## config.mk

```make
export PLATFORM = sky130hd
export DESIGN_NAME = vrmr_ctrl
export DESIGN_NICKNAME = d
export VERILOG_FILES = /design/src/design/vrmr_pkg.sv /design/src/design/vrmr_ctrl.sv
export SDC_FILE = /design/constraint.sdc
export NUM_CORES = 1
export LEC_CHECK = 0
export ABC_CLOCK_PERIOD_IN_PS = 1900
export BUFFER_PORTS_ARGS = -buffer_cell sky130_fd_sc_hd__buf_4
export CORE_ASPECT_RATIO = 0.8
export CORE_MARGIN = 8
export CORE_UTILIZATION = 29
export DETAILED_ROUTE_END_ITERATION = 6
export PLACE_DENSITY = 0.58
export SETUP_SLACK_MARGIN = 0.3
export SYNTH_ARGS = -nofsm -noshare
export SYNTH_HDL_FRONTEND = slang
export SYNTH_SLANG_ARGS = --single-unit
```

## constraint.sdc

```tcl
create_clock -name clk -period 1.9 [get_ports clk]
set_clock_uncertainty 0.15 [all_clocks]
set_input_delay 0.38 -clock clk [delete_from_list [all_inputs] [get_ports clk]]
set_output_delay 0.38 -clock clk [all_outputs]
set_load 0.01 [all_outputs]
```

## src/design/vrmr_pkg.sv

```systemverilog
// Shared constants, command codes and helper functions for the vertex mean/spread unit.
package vrmr_pkg;

  localparam int MAX_ENTRIES = 1048576;

  localparam int CNT_W   = 21;
  localparam int COORD_W = 20;
  localparam int SUM_W   = 40;
  localparam int OSQ_W   = 59;
  localparam int SQ_W    = 60;
  localparam int RMS_W   = 21;
  localparam int STEP_W  = 6;

  // Datapath commands
  localparam logic [3:0] OP_NONE  = 4'd0;
  localparam logic [3:0] OP_UPD   = 4'd1;
  localparam logic [3:0] OP_LOAD  = 4'd2;
  localparam logic [3:0] OP_MDIV  = 4'd3;
  localparam logic [3:0] OP_MUL   = 4'd4;
  localparam logic [3:0] OP_DIFF  = 4'd5;
  localparam logic [3:0] OP_SQRT  = 4'd6;
  localparam logic [3:0] OP_RLOAD = 4'd7;
  localparam logic [3:0] OP_RDIV  = 4'd8;
  localparam logic [3:0] OP_FIN   = 4'd9;
  localparam logic [3:0] OP_PUB   = 4'd10;

  // Action codes
  localparam logic [1:0] ACT_ADD   = 2'd0;
  localparam logic [1:0] ACT_MERGE = 2'd1;
  localparam logic [1:0] ACT_SUB   = 2'd2;

  typedef struct packed {
    logic [3:0]        op;
    logic [STEP_W-1:0] step;
  } cmd_t;

  function automatic logic [SUM_W-1:0] sat_sum(input logic [SUM_W:0] t);
    logic [SUM_W-1:0] r;
    if (t[SUM_W] != t[SUM_W-1]) begin
      r = t[SUM_W] ? {1'b1, {(SUM_W-1){1'b0}}} : {1'b0, {(SUM_W-1){1'b1}}};
    end else begin
      r = t[SUM_W-1:0];
    end
    return r;
  endfunction

  function automatic logic [SQ_W-1:0] sat_sq_add(input logic [SQ_W-1:0] a,
                                                 input logic [SQ_W-1:0] b);
    logic [SQ_W:0] t;
    t = {1'b0, a} + {1'b0, b};
    return t[SQ_W] ? {SQ_W{1'b1}} : t[SQ_W-1:0];
  endfunction

endpackage

```

## src/design/vrmr_ctrl.sv

```systemverilog
// Controller: sequences update, divisions, products and square root; owns the handshakes.
module vrmr_ctrl (
  input  logic           clk,
  input  logic           rst,
  input  logic           in_valid,
  output logic           in_stall,
  output logic           out_valid,
  input  logic           out_stall,
  output vrmr_pkg::cmd_t cmd
);

  localparam logic [3:0] ST_IDLE  = 4'd0;
  localparam logic [3:0] ST_LOAD  = 4'd1;
  localparam logic [3:0] ST_MDIV  = 4'd2;
  localparam logic [3:0] ST_MUL   = 4'd3;
  localparam logic [3:0] ST_DIFF  = 4'd4;
  localparam logic [3:0] ST_SQRT  = 4'd5;
  localparam logic [3:0] ST_RLOAD = 4'd6;
  localparam logic [3:0] ST_RDIV  = 4'd7;
  localparam logic [3:0] ST_FIN   = 4'd8;
  localparam logic [3:0] ST_DONE  = 4'd9;

  localparam logic [vrmr_pkg::STEP_W-1:0] DIV_LAST = 6'd40;
  localparam logic [vrmr_pkg::STEP_W-1:0] MUL_LAST = 6'd4;

  logic [3:0]                  state;
  logic [3:0]                  state_next;
  logic [vrmr_pkg::STEP_W-1:0] step;
  logic [vrmr_pkg::STEP_W-1:0] step_next;
  logic                        can_pub;

  assign in_stall = (state != ST_IDLE);
  assign can_pub  = !out_valid || !out_stall;

  always_comb begin
    state_next = state;
    step_next  = step;
    cmd.op     = vrmr_pkg::OP_NONE;
    cmd.step   = step;
    unique case (state)
      ST_IDLE: begin
        if (in_valid) begin
          cmd.op     = vrmr_pkg::OP_UPD;
          state_next = ST_LOAD;
        end
      end
      ST_LOAD: begin
        cmd.op     = vrmr_pkg::OP_LOAD;
        step_next  = '0;
        state_next = ST_MDIV;
      end
      ST_MDIV: begin
        cmd.op    = vrmr_pkg::OP_MDIV;
        step_next = step + 6'd1;
        if (step == DIV_LAST) begin
          step_next  = '0;
          state_next = ST_MUL;
        end
      end
      ST_MUL: begin
        cmd.op    = vrmr_pkg::OP_MUL;
        step_next = step + 6'd1;
        if (step == MUL_LAST) begin
          step_next  = '0;
          state_next = ST_DIFF;
        end
      end
      ST_DIFF: begin
        cmd.op     = vrmr_pkg::OP_DIFF;
        state_next = ST_SQRT;
      end
      ST_SQRT: begin
        cmd.op    = vrmr_pkg::OP_SQRT;
        step_next = step + 6'd1;
        if (step == DIV_LAST) begin
          step_next  = '0;
          state_next = ST_RLOAD;
        end
      end
      ST_RLOAD: begin
        cmd.op     = vrmr_pkg::OP_RLOAD;
        state_next = ST_RDIV;
      end
      ST_RDIV: begin
        cmd.op    = vrmr_pkg::OP_RDIV;
        step_next = step + 6'd1;
        if (step == DIV_LAST) begin
          step_next  = '0;
          state_next = ST_FIN;
        end
      end
      ST_FIN: begin
        cmd.op     = vrmr_pkg::OP_FIN;
        state_next = ST_DONE;
      end
      ST_DONE: begin
        if (can_pub) begin
          cmd.op     = vrmr_pkg::OP_PUB;
          state_next = ST_IDLE;
        end
      end
      default: begin
        state_next = ST_IDLE;
      end
    endcase
  end

  always_ff @(posedge clk) begin
    if (rst) begin
      state     <= ST_IDLE;
      step      <= '0;
      out_valid <= 1'b0;
    end else begin
      state <= state_next;
      step  <= step_next;
      if (cmd.op == vrmr_pkg::OP_PUB) begin
        out_valid <= 1'b1;
      end else if (!out_stall) begin
        out_valid <= 1'b0;
      end
    end
  end

`ifndef SYNTHESIS
  a_busy_stalls: assert property (@(posedge clk) disable iff (rst)
    (state != ST_IDLE) |-> in_stall) else $error("input taken while busy");
  a_pub_valid: assert property (@(posedge clk) disable iff (rst)
    (cmd.op == vrmr_pkg::OP_PUB) |=> out_valid) else $error("result beat lost");
  a_accept_load: assert property (@(posedge clk) disable iff (rst)
    (in_valid && !in_stall) |=> (state == ST_LOAD)) else $error("accept not sequenced");
  a_no_overwrite: assert property (@(posedge clk) disable iff (rst)
    (out_valid && out_stall) |-> (cmd.op != vrmr_pkg::OP_PUB))
    else $error("waiting result overwritten");
`endif

endmodule
```

==> qor.yml, run 1 <==
status: "completed"
htree_levels: 1
worst_slew_pin_slew_ns: 0.298
utilization_pct: 49.6
clockBufferDepth: 2
first_pass_iters: 4
root_buffer: "clkbuf_4"
maxCapViolCount: 0
slew_headroom_pct: 80.0
routed_via_density: 5.03
cts_num_sinks: 11
vdd_drop_max_uv: 516
power.density_nw_per_um2: 1210
cp_data_required_time_ns: 1.37
final_cells: 165
synth_area_sq_um: 743
dp.cells: 148
cts_made_buffers: 3
fin_nets: 136
critPathCaptureType: "primary output"
vias: 830
routabilityCongestion: 0.880
io_pins: 16
area_growth_pct: 63.1
finalHoldViolCount: 0
cp_max_fo: 3
routedWlPerCell_um: 13.6
overflow: 0
antenna_left: 0
synth_warnings: 0
drt_wl_total_mm: 2.25
die_w_um: 72.6
crit_arrival_ns: 1.35
ys_ff_latch: 11
synth-edff-count: 0
seqCellArea_sq_um: 241
fin_crit_sh_pct: 99.2
nFillCells: 227
setup.worst_path.start_class: "flip-flop"
antenna_found_initial: 0
drive_gt1_share_pct: 55.0
initial_core_util_pct: 30.4
p_leak_uw: 0.000531
die_area_sq_um: 4450
grt_pass1_vias: 758
dp_hpwl_mm: 1.50
insertion_delay_ns: 0.27
syn_avg_cell_area_sq_um: 8.08
ys_types: 41
fmaxAchievable_ghz: 0.531
worstSetupPathType: "reg -> out"
port_buffers: 15
rsz0062_at_grt: "true"
grt_pass1_wl_mm: 3.35
hp-class: "in -> reg"
mostFrequentLayoutCells: "buf_4, nand2_1, nor2_1"
core_area_sq_um: 2440
ys_seq_area_share_pct: 29.6
r2r_setup_slack_ns: 0.04
dieHeight_um: 61.3
cts_tree: "built"
drcViolationCount: 0
track_usage_pct: 9.66
min_period_ns: 1.88
drt-initial-drc-count: 23
syn_inst: 92
clk_pin_slew_worst_paths_ns: 0.07
antenna_cells: 0
maxSlewViolCount: 0
layout_commonest_cell: "buf_4"
grt_max_degree: 13
synth_ff_type: "dfxtp_1"
async_reset_ff_share_pct: 0
setup_viol: 0
multiInputGateArea_sq_um: 572
fp-row-count: 16
synthesis.nets: 98
hold_buffers: 0
sequential cells by signal (all words and copies together) (netlist names):
| signal | cells |
|---|---|
| out_valid | 1 |
| state | 4 |
| step | 6 |
synth_stat cells, types with 2 or more instances:
cell / n / area, sq um
buf_2: 2 / 10.0
o31a_1: 2 / 17.5
or4_1: 2 / 15.0
a32oi_1: 2 / 17.5
a21oi_1: 4 / 20.0
ha_1: 2 / 25.0
o21ai_0: 3 / 15.0
o211ai_1: 2 / 15.0
nand3_1: 3 / 15.0
clkbuf_1: 2 / 7.51
xor2_1: 2 / 17.5
dfxtp_1: 11 / 220
nor2_1: 10 / 37.5
inv_1: 4 / 15.0
nand2b_1: 2 / 12.5
nand2_1: 14 / 52.6
cell type report:
cell class                      instances  area share (%)
Clock buffer                            4            2.17
Inverter                                5            1.96
Multi-Input combinational cell         72            47.2
Sequential cell                        11            19.9
Tap cell                               36            3.72
Timing Repair Buffer                   37            25.1
critical path, stage by stage, from the launching register on:
cell     delay (ns)
dfxtp_2        0.34
buf_6          0.12
or2_4          0.24
a21oi_4        0.13
o31a_1         0.14
buf_4          0.12
cells by family after synthesis:
family / Yosys count / synth area share (%)
buffers and inverters: 9 / 4.88
flip-flops: 11 / 29.6
AND/OR/NAND/NOR: 45 / 35.0
multiplexers: 1 / 1.35
adder cells (fa/ha/maj): 2 / 3.37
XOR/XNOR: 2 / 2.36
AO/OA/AOI/OAI: 22 / 23.4
what timing repair did:
item / CTS / global route
gates cloned: 0 / 0
endpoints found under the setup margin: 15 / 15
resized for setup: 15 / 16
setup buffers: 9 / 4
pin swaps: 13 / 8
endpoints found under the hold margin: 0 / 0
power breakdown:
part | internal, uW | leakage, uW | switching [uW]
sequential | 283 | 0.0000946 | 46.3
clock | 81.3 | 0.0000150 | 77.1
combinational | 535 | 0.000421 | 448
final timing paths:
check | startpoint | to | cells past startpoint
setup / recovery | state[2]$_SDFFE_PP0P_ | cmd[6] | 5
hold / removal | rst | step[0]$_SDFFE_PP0P_ | 2
setup reg to reg | state[2]$_SDFFE_PP0P_ | step[2]$_SDFFE_PP0P_ | 6
hold reg to reg | state[1]$_SDFFE_PP0P_ | state[1]$_SDFFE_PP0P_ | 2
metrics by stage:
| step | setup WS (ns) | instance area (sq um) | total power [uW] | TNS (ns) | hold slack (ns) |
|---|---|---|---|---|---|
| 6_report | 0.0155 | 1210 | 1470 | 0 | 0.219 |
| 5_1_grt | -0.0571 | 1210 | 1580 | -0.176 | 0.204 |
| 4_1_cts | 0.0167 | 1120 | 1330 | 0 | 0.199 |
| 3_5_place_dp | 0.0269 | 997 | 990 | 0 | 0.371 |
| 3_3_place_gp | 0.0175 | 997 | 992 | 0 | 0.369 |
| 2_1_floorplan | 0.129 | 790 | 768 | 0 | 0.351 |
layer usage:
metal  track usage (%)  wire length (um)
met1              10.5               938
met2              16.8              1170
met3              3.41               115
met4              4.26                27
met5                 0                 0
No activity file was read; power rests on OpenSTA's default activity.
==> run 2, diff against run 1 <==
ABC_AREA = 1   (was unset)
CTS_BUF_LIST = sky130_fd_sc_hd__clkbuf_8   (was unset)
==> run 2 against run 1 <==
Global-route usage fell by 0.55 points. Clock power grew 46%. Final cell count rose by 9.7%. Register-to-register slack improved by 0.35 ns. Core utilization fell by 6.9 points. Clock-buffer cell count decreased by 1. Critical endpoint is now cmd[7]. Largest power group unchanged.
==> qor.yml, run 2 <==
synth_area_sq_um: 732  # -1.5%
syn_avg_cell_area_sq_um: 6.00  # -26%
p_switching_uw: 804  # +41%
clockBufferDepth: 2  # unchanged
insertion_delay_ns: 0.24  # -0.03 ns
p_clk_share_pct: 13.6  # +2.8 points
root_buffer: "clkbuf_8"
routedWlPerCell_um: 10.8  # -21%
clk_pin_slew_worst_paths_ns: 0.05  # -0.02 ns
grt_pass1_vias: 711  # -6.2%
synth_ff_type: "dfxtp_1"
r2r_setup_slack_ns: 0.39  # +0.35 ns
die_area_sq_um: 4400  # -1.2%
crit_arrival_ns: 1.16  # -0.19 ns
reg_top3: "step: 6 flops, state: 4 flops, out_valid: 1 flops"
power.share.sequential_pct: 26.3  # +3.9 points
die_w_um: 72.2  # -0.59%
min_path_cells: 2  # unchanged
routed_via_density: 4.34  # -14%
worstSetupPathType: "reg -> out"
nFillCells: 246  # +8.4%
combPwrFrac_pct: 60.1  # -6.7 points
grt_max_degree: 8  # -5
slew_headroom_pct: 75.4  # -4.6 points
drcViolationCount: 0  # unchanged
fp-row-count: 16  # unchanged
critPathCaptureType: "primary output"
port_buffers: 15  # unchanged
yosys.area.top_type: "dfxtp_1"
cts_made_buffers: 3  # unchanged
synthesis.nets: 128  # +31%
vias: 786  # -5.3%
antenna_found_initial: 0  # unchanged
regMostFlops: "step"
cp_data_required_time_ns: 1.37  # about the same
fmaxAchievable_ghz: 0.593  # +12%
ys_ff_latch: 11  # unchanged
first_pass_iters: 5  # +1
maxSlewViolCount: 0  # unchanged
power.density_nw_per_um2: 1640  # +35%
drive_gt1_share_pct: 33.1  # -22 points
synth_warnings: 0  # unchanged
cts_tree: "built"
path_cells: "nor2_4, nand3_2, nand2_1, buf_4"
cp_max_fo: 5  # +2
dieHeight_um: 60.9  # -0.56%
dp.cells: 173  # +17%
mostFrequentLayoutCells: "nand2_1, inv_1, buf_4"
switching_share_pct: 47.5  # +8.6 points
htree_levels: 1  # unchanged
tns_ns: 0  # unchanged
hp-class: "in -> reg"
antenna_left: 0  # unchanged
core_area_sq_um: 2420  # -0.82%
hold_start: "rst"
p_leak_uw: 0.000535  # +0.83%
antenna_cells: 0  # unchanged
ys_seq_area_share_pct: 30.1  # +0.46 points
slowest_delay_ns: 0.37  # +0.03 ns
setup.worst_path.start_class: "flip-flop"
holdPathEnd: "step[5]$_SDFFE_PP0P_"
finalHoldViolCount: 0  # unchanged
maxCapViolCount: 0  # unchanged
track_usage_pct: 9.11  # -0.55 points
min_period_ns: 1.69  # -0.199 ns
async_reset_ff_share_pct: 0  # unchanged
rr_endpoint: "state[3]$_SDFFE_PP0P_"
setup_viol: 0  # unchanged
r2r_cells: 10  # +4
fin_nets: 152  # +12%
routabilityCongestion: 0.813  # -7.6%
syn_inst: 122  # +33%
utilization_pct: 42.8  # -6.9 points
worst_slew_pin_slew_ns: 0.369  # +0.0713 ns
synthTopCellsByCount: "nand2_1, nor2_1, inv_1"
status: "completed"
cts_num_sinks: 11  # unchanged
synth_area_leaders: "dfxtp_1, nand2_1, nor2_1"
overflow: 0  # unchanged
grt_pass1_wl_mm: 3.11  # -7.0%
vdd_drop_max_uv: 776  # +51%
drt_wl_total_mm: 1.95  # -13%
synth-edff-count: 0  # unchanged
yosysMostFrequentCell: "nand2_1"
dp_hpwl_mm: 1.39  # -7.4%
final_cells: 181  # +9.7%
internal_power_uw: 890  # -1.1%
fin_crit_sh_pct: 88.7  # -10 points
layout_commonest_cell: "nand2_1"
io_pins: 16  # unchanged
area_growth_pct: 41.5
ys_types: 20  # -51%
drt-initial-drc-count: 28  # +22%
crit_family: "simple AND/OR/NAND/NOR gates"
reg2reg_from: "step[1]$_SDFFE_PP0P_"
cp_num_buf_inv: 1  # -1
synth_top_area_share_pct: 30.1  # +0.46 points
rsz0062_at_grt: "true"
critPathSlowestCell: "dfxtp_4"
initial_core_util_pct: 30.2  # -0.21 points
largest_reg_flops: 6  # unchanged
-- run 2: changes by cell type after synthesis, moves of 3 or more --
| cell | change |
|---|---|
| inv_1 | +16 |
| nand2_1 | +16 |
| nand3_1 | +9 |
| nor2_1 | +11 |
| o21ai_1 | +3 |
-- run 2: final cells by class --
class                      count  area [sq um]  area share (%)
timing repair buffer          19           146            14.1
clock inverter                 1          3.75           0.362
inverter                      24          96.3            9.30
multi-input combinational     87           467            45.0
sequential                    11           236            22.8
tap                           36          45.0            4.35
clock buffer                   3          41.3            3.99
-- run 2: worst max-delay path by stage --
stage / end / cells after the start / from / slack, ns
after floorplan: state[2]$_SDFFE_PP0P_ / 10 / step[0]$_SDFFE_PP0P_ / 0.44
after global placement: cmd[6] / 4 / state[1]$_SDFFE_PP0P_ / 0.30
after detailed placement: cmd[6] / 4 / state[2]$_SDFFE_PP0P_ / 0.34
after CTS: cmd[6] / 4 / state[2]$_SDFFE_PP0P_ / 0.25
after global routing: cmd[6] / 4 / state[1]$_SDFFE_PP0P_ / 0.15
final: cmd[7] / 4 / state[1]$_SDFFE_PP0P_ / 0.21
-- run 2: power by group through the flow --
stage / sequential (uW) / combinational [uW] / clock, uW
finish: 445 / 1020 / 231
global route: 458 / 1130 / 252
CTS: 429 / 949 / 238
detailed placement: 380 / 863 / 0
global placement: 381 / 869 / 0
floorplan: 369 / 596 / 0
-- run 2: cells by family after synthesis --
kind of cell | share of synthesized area, %
flip-flops | 30.1
XOR/XNOR | 1.20
adder cells (fa/ha/maj) | 3.42
AND/OR/NAND/NOR | 44.1
AO/OA/AOI/OAI | 8.72
buffers and inverters | 12.5
-- run 2: through the flow --
step	setup slack, ns	total power (uW)	hold slack [ns]	instance area [sq um]
2_1_floorplan	0.440	964	0.299	732
3_3_place_gp	0.303	1250	0.343	890
3_5_place_dp	0.343	1240	0.351	890
4_1_cts	0.254	1620	0.203	1000
5_1_grt	0.155	1840	0.204	1040
6_report	0.214	1690	0.207	1040
-- run 2: timing repair --
| action | 4_1_cts | 5_1_grt |
|---|---|---|
| setup buffers | 3 | 1 |
| endpoints found under the setup margin | 5 | 12 |
| resized for setup | 18 | 10 |
| pin swaps | 2 | 4 |
| gates cloned | 0 | 0 |
| hold buffers | 0 | 0 |
-- run 2: routing by layer --
layer / global-route usage [%] / vias up / share of wire (%)
li1: - / 428 / -
met1: 9.86 / 338 / 44
met2: 15.4 / 16 / 48
met3: 3.47 / 4 / 4.9
met4: 4.64 / 0 / 2.4
met5: 0 / - / 0
